### src/rtl/wfba_pkg.sv
package wfba_pkg;

  localparam int unsigned NumBinsDefault = 8;
  localparam logic [15:0] DefaultRequestReset = 16'd8;

  typedef enum logic {
    OP_LOAD  = 1'b0,
    OP_ALLOC = 1'b1
  } opcode_e;

  typedef enum logic [1:0] {
    ST_LOADED  = 2'd0,
    ST_FULL    = 2'd1,
    ST_GRANTED = 2'd2,
    ST_NOFIT   = 2'd3
  } status_e;

  typedef struct packed {
    opcode_e     opcode;
    logic [15:0] size_value;
  } in_t;

  typedef struct packed {
    status_e     status;
    logic [2:0]  bin_rank;
    logic [15:0] granted_size;
    logic [15:0] leftover;
  } out_t;

endpackage

### src/rtl/worst_fit_bin_allocator.sv
// Worst-fit bin allocator.
// Input channel (in_valid_i / in_ready_o / in_data_i) carries one item: a load
// of a bin size or an allocate request. Every item yields exactly one result
// on the output channel (out_valid_o / out_ready_i / out_data_o).
// The config channel (cfg_valid_i / cfg_ready_o / cfg_data_i) writes the
// default request size; it is always ready and should be used while idle.
// The bin sizes live in a single-port-read memory; each entry visited goes
// through a read state and a compare state. A load shifts smaller bins down,
// visiting the entries from the end of the table to the insertion point, and
// skips the last compare when the new bin goes to the top of the table. An
// allocate skips taken bins in the read state, then reads and compares the
// first free bin before giving the result. A full-table load goes straight
// to the result.
// The block accepts one item at a time; in_ready_o is high only between
// items, so the next transfer can come in the same cycle the result appears.
// The result sits in an output register, so the next item is taken while it
// waits; a stalled receiver holds the block only when a second result is done.
// Reset empties the table and sets the default request to 8; no clearing pass
// is needed because only entries below the fill count are ever read.
module worst_fit_bin_allocator
  import wfba_pkg::*;
#(
  parameter int unsigned NUM_BINS = NumBinsDefault
) (
  input  logic        clk_i,
  input  logic        rst_ni,
  input  logic        in_valid_i,
  output logic        in_ready_o,
  input  in_t         in_data_i,
  output logic        out_valid_o,
  input  logic        out_ready_i,
  output out_t        out_data_o,
  input  logic        cfg_valid_i,
  output logic        cfg_ready_o,
  input  logic [15:0] cfg_data_i
);

  localparam int unsigned AW = (NUM_BINS > 1) ? $clog2(NUM_BINS) : 1;
  localparam int unsigned CW = $clog2(NUM_BINS + 1);
  localparam logic [CW-1:0] FullCount = CW'(NUM_BINS);

  typedef enum logic [1:0] {
    S_IDLE,
    S_READ,
    S_EVAL,
    S_RESP
  } state_e;

  state_e              state_q, state_d;
  opcode_e             op_q, op_d;
  logic [15:0]         val_q, val_d;
  logic [CW-1:0]       idx_q, idx_d;
  logic [CW-1:0]       cnt_q, cnt_d;
  logic [NUM_BINS-1:0] taken_q, taken_d;
  out_t                res_q, res_d;
  out_t                out_q, out_d;
  logic                out_valid_q, out_valid_d;
  logic [15:0]         defreq_q, defreq_d;

  logic                wr_en;
  logic [AW-1:0]       wr_addr;
  logic [15:0]         wr_data;
  logic [AW-1:0]       rd_addr;
  logic [15:0]         rd_data;
  logic [CW-1:0]       prev_idx;
  logic [AW-1:0]       ptr;

  wfba_bin_store #(
    .DEPTH(NUM_BINS),
    .AW   (AW)
  ) u_store (
    .clk_i    (clk_i),
    .wr_en_i  (wr_en),
    .wr_addr_i(wr_addr),
    .wr_data_i(wr_data),
    .rd_addr_i(rd_addr),
    .rd_data_o(rd_data)
  );

  assign in_ready_o  = (state_q == S_IDLE);
  assign cfg_ready_o = 1'b1;
  assign out_valid_o = out_valid_q;
  assign out_data_o  = out_q;

  assign prev_idx = CW'(idx_q - 1'b1);
  assign ptr      = idx_q[AW-1:0];
  // A load walks upward from the end of the table, so it reads the entry
  // just above the slot it may fill.
  assign rd_addr  = (op_q == OP_LOAD) ? prev_idx[AW-1:0] : ptr;

  always_comb begin
    state_d     = state_q;
    op_d        = op_q;
    val_d       = val_q;
    idx_d       = idx_q;
    cnt_d       = cnt_q;
    taken_d     = taken_q;
    res_d       = res_q;
    out_d       = out_q;
    out_valid_d = out_valid_q;
    defreq_d    = defreq_q;
    wr_en       = 1'b0;
    wr_addr     = ptr;
    wr_data     = val_q;

    if (cfg_valid_i) begin
      defreq_d = cfg_data_i;
    end

    if (out_valid_q && out_ready_i) begin
      out_valid_d = 1'b0;
    end

    case (state_q)
      S_IDLE: begin
        if (in_valid_i) begin
          op_d  = in_data_i.opcode;
          res_d = '{status: ST_NOFIT, bin_rank: 3'd0, granted_size: 16'd0, leftover: 16'd0};
          if (in_data_i.opcode == OP_LOAD) begin
            val_d = in_data_i.size_value;
            idx_d = cnt_q;
            if (cnt_q == FullCount) begin
              res_d.status = ST_FULL;
              state_d      = S_RESP;
            end else begin
              state_d = S_READ;
            end
          end else begin
            val_d   = (in_data_i.size_value != 16'd0) ? in_data_i.size_value : defreq_q;
            idx_d   = '0;
            state_d = S_READ;
          end
        end
      end

      S_READ: begin
        if (op_q == OP_LOAD) begin
          if (idx_q == '0) begin
            wr_en        = 1'b1;
            wr_data      = val_q;
            taken_d[ptr] = 1'b0;
            cnt_d        = CW'(cnt_q + 1'b1);
            res_d.status = ST_LOADED;
            state_d      = S_RESP;
          end else begin
            state_d = S_EVAL;
          end
        end else begin
          if (idx_q >= cnt_q) begin
            res_d.status = ST_NOFIT;
            state_d      = S_RESP;
          end else if (taken_q[ptr]) begin
            idx_d = CW'(idx_q + 1'b1);
          end else begin
            state_d = S_EVAL;
          end
        end
      end

      S_EVAL: begin
        if (op_q == OP_LOAD) begin
          wr_en = 1'b1;
          if (rd_data < val_q) begin
            wr_data      = rd_data;
            taken_d[ptr] = taken_q[prev_idx[AW-1:0]];
            idx_d        = prev_idx;
            state_d      = S_READ;
          end else begin
            wr_data      = val_q;
            taken_d[ptr] = 1'b0;
            cnt_d        = CW'(cnt_q + 1'b1);
            res_d.status = ST_LOADED;
            state_d      = S_RESP;
          end
        end else begin
          // The first free bin is the largest free one; if it is too small
          // nothing else can fit.
          if (rd_data >= val_q) begin
            taken_d[ptr]       = 1'b1;
            res_d.status       = ST_GRANTED;
            res_d.bin_rank     = 3'(ptr);
            res_d.granted_size = rd_data;
            res_d.leftover     = rd_data - val_q;
          end else begin
            res_d.status = ST_NOFIT;
          end
          state_d = S_RESP;
        end
      end

      S_RESP: begin
        if (!out_valid_q || out_ready_i) begin
          out_d       = res_q;
          out_valid_d = 1'b1;
          state_d     = S_IDLE;
        end
      end

      default: begin
        state_d = S_IDLE;
      end
    endcase
  end

  always_ff @(posedge clk_i or negedge rst_ni) begin
    if (!rst_ni) begin
      state_q     <= S_IDLE;
      op_q        <= OP_LOAD;
      val_q       <= '0;
      idx_q       <= '0;
      cnt_q       <= '0;
      taken_q     <= '0;
      res_q       <= '0;
      out_q       <= '0;
      out_valid_q <= 1'b0;
      defreq_q    <= DefaultRequestReset;
    end else begin
      state_q     <= state_d;
      op_q        <= op_d;
      val_q       <= val_d;
      idx_q       <= idx_d;
      cnt_q       <= cnt_d;
      taken_q     <= taken_d;
      res_q       <= res_d;
      out_q       <= out_d;
      out_valid_q <= out_valid_d;
      defreq_q    <= defreq_d;
    end
  end

  a_cnt_bound: assert property (@(posedge clk_i) disable iff (!rst_ni)
    cnt_q <= FullCount)
    else $error("fill count exceeds table depth");

  // While a load shifts, the mark just past the loaded bins is briefly in use.
  a_taken_in_range: assert property (@(posedge clk_i) disable iff (!rst_ni)
    (state_q == S_IDLE) |-> ((taken_q >> cnt_q) == '0))
    else $error("taken mark set beyond the loaded bins");

  a_cnt_step: assert property (@(posedge clk_i) disable iff (!rst_ni)
    !$stable(cnt_q) |-> (cnt_q == CW'($past(cnt_q) + 1'b1)))
    else $error("fill count changed by other than one");

  a_leftover_bound: assert property (@(posedge clk_i) disable iff (!rst_ni)
    (out_valid_o && out_data_o.status == ST_GRANTED) |->
      (out_data_o.leftover <= out_data_o.granted_size))
    else $error("leftover larger than granted bin");

  a_out_hold: assert property (@(posedge clk_i) disable iff (!rst_ni)
    (state_q == S_RESP && out_valid_q && !out_ready_i) |=> (state_q == S_RESP))
    else $error("result left the pending stage while the output was stalled");

endmodule

### src/rtl/wfba_bin_store.sv
module wfba_bin_store
  import wfba_pkg::*;
#(
  parameter int unsigned DEPTH = NumBinsDefault,
  parameter int unsigned AW    = (DEPTH > 1) ? $clog2(DEPTH) : 1
) (
  input  logic          clk_i,
  input  logic          wr_en_i,
  input  logic [AW-1:0] wr_addr_i,
  input  logic [15:0]   wr_data_i,
  input  logic [AW-1:0] rd_addr_i,
  output logic [15:0]   rd_data_o
);

  logic [15:0] mem_q [DEPTH];
  logic [15:0] rd_data_q;

  always_ff @(posedge clk_i) begin
    if (wr_en_i) begin
      mem_q[wr_addr_i] <= wr_data_i;
    end
  end

  always_ff @(posedge clk_i) begin
    rd_data_q <= mem_q[rd_addr_i];
  end

  assign rd_data_o = rd_data_q;

endmodule

### config.mk
export PLATFORM = sky130hd
export DESIGN_NAME = worst_fit_bin_allocator
export DESIGN_NICKNAME = d
export VERILOG_FILES = /design/src/rtl/wfba_pkg.sv /design/src/rtl/worst_fit_bin_allocator.sv /design/src/rtl/wfba_bin_store.sv
export SDC_FILE = /design/constraint.sdc
export NUM_CORES = 1
export LEC_CHECK = 0
export BUFFER_PORTS_ARGS = -buffer_cell sky130_fd_sc_hd__buf_2
export CAP_MARGIN = 0
export CORE_ASPECT_RATIO = 0.5
export CORE_UTILIZATION = 65
export CTS_BUF_LIST = sky130_fd_sc_hd__clkbuf_2
export DETAILED_ROUTE_END_ITERATION = 10
export PLACE_DENSITY = 0.86
export SYNTH_ARGS = -nofsm -noshare
export SYNTH_HDL_FRONTEND = slang
export SYNTH_SLANG_ARGS = --single-unit
### constraint.sdc
create_clock -name clk_i -period 6.8 [get_ports clk_i]
set_input_delay 1.36 -clock clk_i [delete_from_list [all_inputs] [get_ports clk_i]]
set_output_delay 1.36 -clock clk_i [all_outputs]
set_load 0.02 [all_outputs]
=== Yosys cells after proc, flatten, opt, wreduce, memory -nomap -nowiden ===
Memories as Yosys holds them, arrays and structs flattened. A register that Yosys moved wholly into a read port is not among the register bits.
Index checks and enable logic that the tools add are counted.

* Output and inout port bits: 40
* Logic and storage cells: 134
* Latch bits: 0
* Memories kept: 1
* Register bits after elaboration: 126
* Bits in read-only memories: 0
* Memory bits (writable): 128

* Bitwise gates (word level): 3
* Shifts and indexed selects: 0
* Add/subtract/negate cells: 4
* Divide/modulo/power cells: 0
* Multiplexer cells: 65
* Reductions and logical operators: 18
* Multiply operators: 0
* $lt $le $gt $ge: 6
* Equal/unequal tests: 21

{| class="wikitable"
|+ Memories
! memory !! depth !! width !! read ports !! clocked after memory_dff !! wr ports !! RTL line !! text
|-
| u_store.mem_q || 8 || 16 || 1 || 1 || 1 || wfba_bin_store.sv:15 || <nowiki>logic [15:0] mem_q [DEPTH];</nowiki>
|}

{| class="wikitable"
|+ Operators with widths
! operator !! number
|-
| 2-to-1 mux 16 bit || 5
|-
| 2-to-1 mux 35 bit || 2
|-
| one-hot mux 35 bit (2 select lines) || 1
|-
| 2-to-1 mux 4 bit || 11
|-
| 2-to-1 mux 8 bit || 5
|-
| 2-to-1 mux 37 bit || 1
|-
| 2-to-1 mux 2 bit || 16
|-
| != test 2 bit (second input constant) || 12
|-
| >= comparator 16 bit || 1
|-
| less-than comparator 16 bit || 1
|-
| one-hot mux 8 bit (2 select lines) || 1
|-
| nonzero test 16 bit || 1
|-
| subtractor 16 bit || 1
|-
| 2-to-1 mux 1 bit || 13
|-
| != test 3 bit (second input constant) || 4
|-
| one-hot mux 4 bit (3 select lines) || 1
|-
| AND reduction 5 bit || 2
|-
| adder 4 x 1 -> 4 bit (second input constant) || 2
|-
| bitwise AND 8 bit || 1
|-
| bitwise mux 8 bit || 1
|-
| less-than comparator 3 x 4 -> 1 bit (second input constant) || 2
|-
| inverter 8 bit || 1
|-
| OR 8 bit || 1
|-
| one-hot mux 2 bit (4 select lines) || 1
|-
| 24 further kinds || 30
|}

=== Logic depth before layout (Yosys ltp) ===
Gate-level depths: netlist of the first run.

* Depth in word-level cells: 9
* Gate-level depth with buffers: 12
* Gate-level depth less buffers: 10

=== By module ===
A second synthesis of the first run with hierarchy kept.

* Cell total of the unflattened synthesis: 822
* Area, all modules: 12096.6 µm²

{| class="wikitable"
|+ Modules (own cells, without submodules)
! module !! times used !! area an instance (µm²) !! cells each
|-
| worst_fit_bin_allocator || 1 || 6802.8 || 608
|-
| wfba_bin_store || 1 || 5293.8 || 214
|}

=== Least setup slack after synthesis of the first run ===
No wires, ideal clock.

* Path type: reg-to-reg
* Start: register idx_q[0]
* End: memory u_store.mem_q[3][0], enable pin
* Path slack: 3590 ps
* Arrival: 2801 ps
* Cell stages (with the launch flop): 8
* Clock period less this slack: 3210 ps
* Path buffers: 2
* Setup time: 409 ps
* Required time: 6391 ps
* Cells stage by stage: dfrtp_1 buf_6 clkbuf_1 inv_1 ha_1 nor4bb_1 o211ai_1 nor3_1

* Longest elaborated chain between the ends: 6

{| class="wikitable"
|+ Ends and longest elaborated chain
! item !! RTL line !! text
|-
| from (decl) || worst_fit_bin_allocator.sv:52 || <nowiki>logic [CW-1:0] idx_q, idx_d;</nowiki>
|-
| from (signal assigned) || worst_fit_bin_allocator.sv:221 || <nowiki>idx_q <= idx_d;</nowiki>
|-
| logical NOT 4 bit || worst_fit_bin_allocator.sv:138 || <nowiki>if (idx_q == '0) begin</nowiki>
|-
| 2-to-1 mux 1 bit || worst_fit_bin_allocator.sv:138 ||
|-
| 2-to-1 mux 1 bit || worst_fit_bin_allocator.sv:137 || <nowiki>if (op_q == OP_LOAD) begin</nowiki>
|-
| one-hot mux 1 bit (2 select lines) || worst_fit_bin_allocator.sv:114 || <nowiki>case (state_q)</nowiki>
|-
| 2-to-1 mux 1 bit || wfba_bin_store.sv:19 || <nowiki>if (wr_en_i) begin</nowiki>
|-
| 2-to-1 mux 1 bit (implied by the code) || wfba_bin_store.sv:20 || <nowiki>mem_q[wr_addr_i] <= wr_data_i;</nowiki>
|-
| to (decl) || wfba_bin_store.sv:15 ||
|}

Several ways; a longest one is shown, not always the timed one.

=== Worst setup path in the final report of the first run ===
* Start: register idx_q[0]
* End: memory u_store.mem_q[4][0], enable pin

Same word-level chain as after synthesis.

==> results.ini, run 1 <==
[outcome]
run_status = complete, but fails checks
violations = design-rule violations

[floorplan]
die_ar_sq_um = 18800
die_width_um = 193
core_area_sq_um = 17600
floorplan.die.height_um = 97.3
placementRows = 34
ios = 78
start_util_pct = 67.2

[yosys]
synth_fp_nets = 884
ys_top_cells_by_area = edfxtp_1, dfrtp_1, mux2_2
synth_area_leader_cell = edfxtp_1
seq_area_frac_synth_pct = 61.9
syn_avg_cell_area_sq_um = 14.5
synth.lib_cells_used.distinct = 69
synth-main-ff-cell = edfxtp_1
yosys_warnings = 0
synth_top_cell_area_share_pct = 32.5
ys_async_sr_fraction_pct = 46.7
yosys_register_bits = 270
synthCells = 817
synth_edf_count = 128
synthesis.area_sq_um = 11800

[sta]
period_share_pct = 51.2
timing.clock.skew_ns = 0.0849
report.final.slew_viol_count = 0
fin_worst_hold_slack_ns = 0.507
timing_worst_slew_pin_value_ns = 1.19
max_slew_margin_pct = 20.4
max_freq_mhz = 287
finalHoldViolCount = 0
final.setup.tns_ns = 0
report.final.setup_viol = 0
rsz0062_at_grt = no
final.min_clock_period_ns = 3.48

[hold_path]
min-delay-start = out_data_o[29]
hold_path_depth = 1
hold_critical_path_endpoint = out_data_o[29]
hold_path.class = register to register

[setup_path]
required_ns = 7.23
reg2reg_depth = 5
cp.arrival_ns = 3.91
regToRegEndpoint = u_store.mem_q[4][0]
reg_to_reg_critical_path_startpoint = idx_q[0]
critPathLaunchType = register
reg2reg_setup_slack_ns = 3.32
timing.setup.critical_path_class = register to register
worstSetupEndpointType = register
crit_path_start = idx_q[0]
critical_path_peak_fanout = 17

[power]
clockPowerShare_pct = 15.2
switching_share_pct = 40.3
worst_ir_drop_on_vdd_mv = 0.209
cellPowerDensity_nw_per_um2 = 510
power_switching_mw = 2.66
static-leakage-power_nw = 5.48
seq_power_share_pct = 39.6
internal_power_mw = 3.94
comb_power_share_pct = 45.2

[clock_tree]
cts-htree-levels = 2
cts.reportedPaths.clkPinSlew_ns = 0.13
cts_buffers = 56
cts_hold_buf = 0
tritoncts = yes
cts_setup_buffers = 0
clock_latency_ns = 0.85
clk_path_buf_depth = 3
cts.sinks = 270
clock-root-buffer = clkbuf_2
cts.repair.resized = 0

[grt]
first_pass_grt_wire_length_mm = 40.0
grtUsageTotal_pct = 28.5
grt_start_max_net_pins = 80
first_global_vias = 7141
grt_antenna_before_repair = 1
grt-ovfl-total = 0

[route]
route.antenna.remaining_nets = 0
routedWlPerCell_um = 21.4
viasPerCell = 6.17
remaining_drc_errors = 11
drt_iter0_drc = 800
detailroute.via_count = 7389
wirelength_mm = 25.7
detailedRoute.firstPassIterationCount = 8

[cells_and_area]
mostFrequentLayoutCells = edfxtp_1, dfrtp_1, clkbuf_2
finish.instance_area_sq_um = 12900
commonest_non_fill_non_tap_cell_in_the_layout = edfxtp_1
area.growth.synth_to_final_pct = 9.39
drive_gt1_share_pct = 32.7
layout.nets = 985

[place]
port-buffer-count = 76
dpl-instance-area_sq_um = 12400
place_hpwl_mm = 17.2
gpl.final_weighted_congestion = 0.931

[run]
drv_cap = 0

## worst max-delay path by stage
| stage | endpoint |
|---|---|
| 2_1_floorplan | u_store.mem_q[3][0] |
| 3_3_place_gp | res_q[8] |
| 3_5_place_dp | res_q[12] |
| 4_1_cts | u_store.mem_q[6][1] |
| 5_1_grt | u_store.mem_q[6][1] |
| 6_report | u_store.mem_q[4][0] |
## cell usage after synthesis, types with 5 or more instances
cell	instances
a31oi_1	9
nor3_1	7
xor2_1	6
edfxtp_1	128
a22o_1	34
nand3_1	10
dfrtp_1	125
mux2i_1	8
dfxtp_1	16
mux2_2	86
buf_2	18
nor2b_1	6
clkbuf_1	16
and3_1	5
xnor2_1	12
a21oi_1	56
inv_1	40
nand2_1	31
a21o_1	5
o21ai_0	23
nor2_1	42
mux4_2	35
ha_1	28
## metal layers
layer,wire length (um),up-vias,part of all wire (%),global-route usage [%]
met5,0,-,0,0
met1,11500,3661,45,44.5
met4,391,0,1.5,7.09
met2,11300,371,44,40.2
met3,2470,48,9.6,7.22
li1,-,3309,-,-
## power by group through the flow
stage	registers [mW]	logic, mW	clock network, mW
after floorplan	2.54	2.22	0
after detailed placement	2.64	2.94	0
after CTS	2.60	2.95	1.02
after global routing	2.65	3.24	1.10
after global placement	2.61	2.82	0
final	2.61	2.98	0.999
## critical path, cell delays in order (launching register included)
cell	delay [ns]
dfrtp_1	0.68
inv_1	0.28
ha_1	0.26
nor4bb_1	0.42
o211ai_1	0.45
nor2_2	0.99
## metrics by stage
| step | power [mW] | utilization, % | std cells | setup WS (ns) |
|---|---|---|---|---|
| floorplan | 4.75 | - | 817 | 3.59 |
| global route | 6.99 | 73.6 | 1198 | 3.13 |
| global placement | 5.43 | 70.5 | 1094 | 3.31 |
| finish | 6.60 | 73.6 | 1198 | 3.32 |
| detailed placement | 5.58 | 70.5 | 1094 | 3.19 |
| CTS | 6.57 | 73.5 | 1197 | 3.35 |
## kinds of logic after synthesis
group	after synthesis	share of synthesized area (%)
AND/OR/NAND/NOR	124	5.25
AO/OA/AOI/OAI	162	9.26
adder cells (fa/ha/maj)	29	3.13
flip-flops	270	61.9
buffers and inverters	81	3.08
XOR/XNOR	18	1.33
multiplexers	132	16.0
other	1	0.0317
## area by class of cell
type / count / area, sq um
multi-input cells: 466 / 4190
diodes: 1 / 2.50
flip-flops and latches: 270 / 7320
clock inverters: 15 / 93.8
repair buffers: 83 / 435
fillers: 1118 / 4650
clock buffers: 88 / 440
well taps: 234 / 293
inverters: 41 / 154
## registers in the layout (all words and copies together), names as in the netlist
signal             cells
cnt_q                  4
val_q                 16
out_valid_o            1
taken_q                8
defreq_q              16
u_store.mem_q        128
out_data_o            37
op_q                   1
state_q                2
res_q                 37
idx_q                  4
u_store.rd_data_o     16
(Power assumes the default switching activity.)
==> run 2, diff against run 1 <==
- CORE_UTILIZATION: 65 -> 63
- PLACE_DENSITY: 0.86 -> 0.83
- clock period: 6.8 -> 3.42 ns (I/O delays scaled with it)
==> run 2 against run 1 <==
Effect of this change:
- the run now ends clean
- critical path depth increased by 3
- total power increased by 100%
- wire length increased by 4.2%
- first-iteration DRC count increased by 14%
- final cell count increased by 1.9%
- sequential share of layout area decreased by 0.84 points
- register-to-register slack got worse by 3.1 ns
- flip-flop and latch count unchanged
- global-route usage decreased by 0.20 points
- critical endpoint is now u_store.mem_q[1][0]
==> results.ini, run 2 (synthesis gave the netlist of run 1 again) <==
[outcome]
run_status = complete, no violations

[floorplan]
placementRows = 34
floorplan.die.height_um = 98.8
die_ar_sq_um = 19300
start_util_pct = 66.1
ios = 78
die_width_um = 196
core_area_sq_um = 17900

[sta]
timing_worst_slew_pin_value_ns = 1.18
finalHoldViolCount = 0
final.setup.tns_ns = 0
timing.clock.skew_ns = 0.0484
layout_setup_ws_ns = 0.205
report.final.setup_viol = 0
max_freq_mhz = 311
final.min_clock_period_ns = 3.22
period_share_pct = 94.0
report.final.slew_viol_count = 0
max_slew_margin_pct = 21.2

[place]
place_hpwl_mm = 17.9
port-buffer-count = 76
gpl.final_weighted_congestion = 0.924
place_ws_ns = 0.454

[setup_path]
reg2reg_depth = 8
critPathLaunchType = register
critical_path.cell_chain = ha_1 > inv_1 > fa_1 > a211oi_2 > o21ai_1 > o21ai_2 > nand3_1 > o21ai_0
critical_path_peak_fanout = 8
cp.buffers_inverters = 1
cpLargestDelayFamily = compound AO/OA/AOI/OAI gates
timing.setup.critical_path_class = register to register
slowest_stage = o21ai_0
cp.arrival_ns = 3.70
required_ns = 3.91
worst-path-stages = 8
worstSetupEndpointType = register
critical_path.max_stage_delay_ns = 0.84

[clock_tree]
clk_path_buf_depth = 3
cts.sinks = 270
tritoncts = yes
cts_buffers = 55
clock_latency_ns = 0.86
cts_setup_buffers = 0
cts.reportedPaths.clkPinSlew_ns = 0.11
cts-htree-levels = 2
clock-root-buffer = clkbuf_2

[hold_path]
hold_path_depth = 2
hold_path.class = input port to register

[power]
static-leakage-power_nw = 5.61
power_switching_mw = 5.37
clockPowerShare_pct = 14.9
worst_ir_drop_on_vdd_mv = 0.414
internal_power_mw = 7.93
cellPowerDensity_nw_per_um2 = 1010
switching_share_pct = 40.4
seq_power_share_pct = 38.5
comb_power_share_pct = 46.6

[cells_and_area]
reg_top3 = u_store.mem_q x128, out_data_o x37, res_q x37
layout.nets = 1007
largest_reg_flops = 128
largest_register = u_store.mem_q
area.growth.synth_to_final_pct = 11.0
commonest_non_fill_non_tap_cell_in_the_layout = edfxtp_1
antenna-diode-count = 0
mostFrequentLayoutCells = edfxtp_1, dfrtp_1, clkbuf_2
drive_gt1_share_pct = 33.1

[route]
route.antenna.remaining_nets = 0
detailedRoute.firstPassIterationCount = 6
wirelength_mm = 26.7
remaining_drc_errors = 0
detailroute.via_count = 7576
drt_iter0_drc = 909
routedWlPerCell_um = 21.9
viasPerCell = 6.20

[grt]
grt-ovfl-total = 0
grtUsageTotal_pct = 28.3
first_global_vias = 7362
grt_start_max_net_pins = 84
first_pass_grt_wire_length_mm = 41.0
grt_antenna_before_repair = 0

[run]
drv_cap = 0

run 2: final timing paths:
| path | start | end | slack, ns |
|---|---|---|---|
| min in group asynchronous | rst_ni | defreq_q[2] | 0.39 |
| worst min register to register | out_data_o[20] | out_data_o[20] | 0.51 |
| worst min-delay path | cfg_data_i[1] | defreq_q[1] | 0.06 |
| worst max register to register | val_q[0] | u_store.mem_q[1][0] | 0.20 |
| worst max-delay path | val_q[0] | u_store.mem_q[1][0] | 0.20 |
| max in group asynchronous | rst_ni | state_q[0] | 2.14 |
run 2: worst reg2reg max path, cell delays in order, from the launching register on:
cell and delay (ns):
dfrtp_1 0.40, ha_1 0.18, inv_1 0.05, fa_1 0.43, a211oi_2 0.24, o21ai_1 0.14
o21ai_2 0.29, nand3_1 0.31, o21ai_0 0.84
run 2: power groups by stage:
stage / sequential [mW] / combinational [mW] / clock, mW
2_1_floorplan: 5.04 / 4.41 / 0
3_3_place_gp: 5.12 / 5.88 / 0
3_5_place_dp: 5.17 / 6.08 / 0
4_1_cts: 5.10 / 6.12 / 2.01
5_1_grt: 5.19 / 6.69 / 2.19
6_report: 5.12 / 6.20 / 1.98
run 2: repair_timing:
action                                  CTS  global route
endpoints found under the hold margin    42             6
hold buffers                              1             6
resized for setup                         0             0
endpoints found under the setup margin    0             0
run 2: routing by layer:
layer / track usage [%] / wire length, um / vias up
met5: 0 / 0 / -
li1: - / - / 3349
met3: 7.87 / 2830 / 44
met4: 7.15 / 447 / 0
met1: 42.6 / 11700 / 3790
met2: 41.3 / 11800 / 393
run 2: per-stage QoR:
stage | cells | util, % | total power, mW | cell area (sq um) | hold WS [ns]
after floorplan | 817 | - | 9.45 | 11800 | 0.388
after global placement | 1110 | 70.0 | 11.0 | 12500 | 0.467
after detailed placement | 1110 | 70.0 | 11.2 | 12500 | 0.483
after CTS | 1215 | 73.1 | 13.2 | 13100 | 0.00627
after global routing | 1221 | 73.4 | 14.1 | 13100 | 0.000413
final | 1221 | 73.4 | 13.3 | 13100 | 0.0637
run 2: final cells by class:
type | instances | area [sq um]
tap | 234 | 293
inverter | 41 | 154
clock inverter | 17 | 100
multi-input combinational | 466 | 4170
sequential | 270 | 7320
fill | 1119 | 4750
clock buffer | 87 | 435
timing repair buffer | 106 | 651
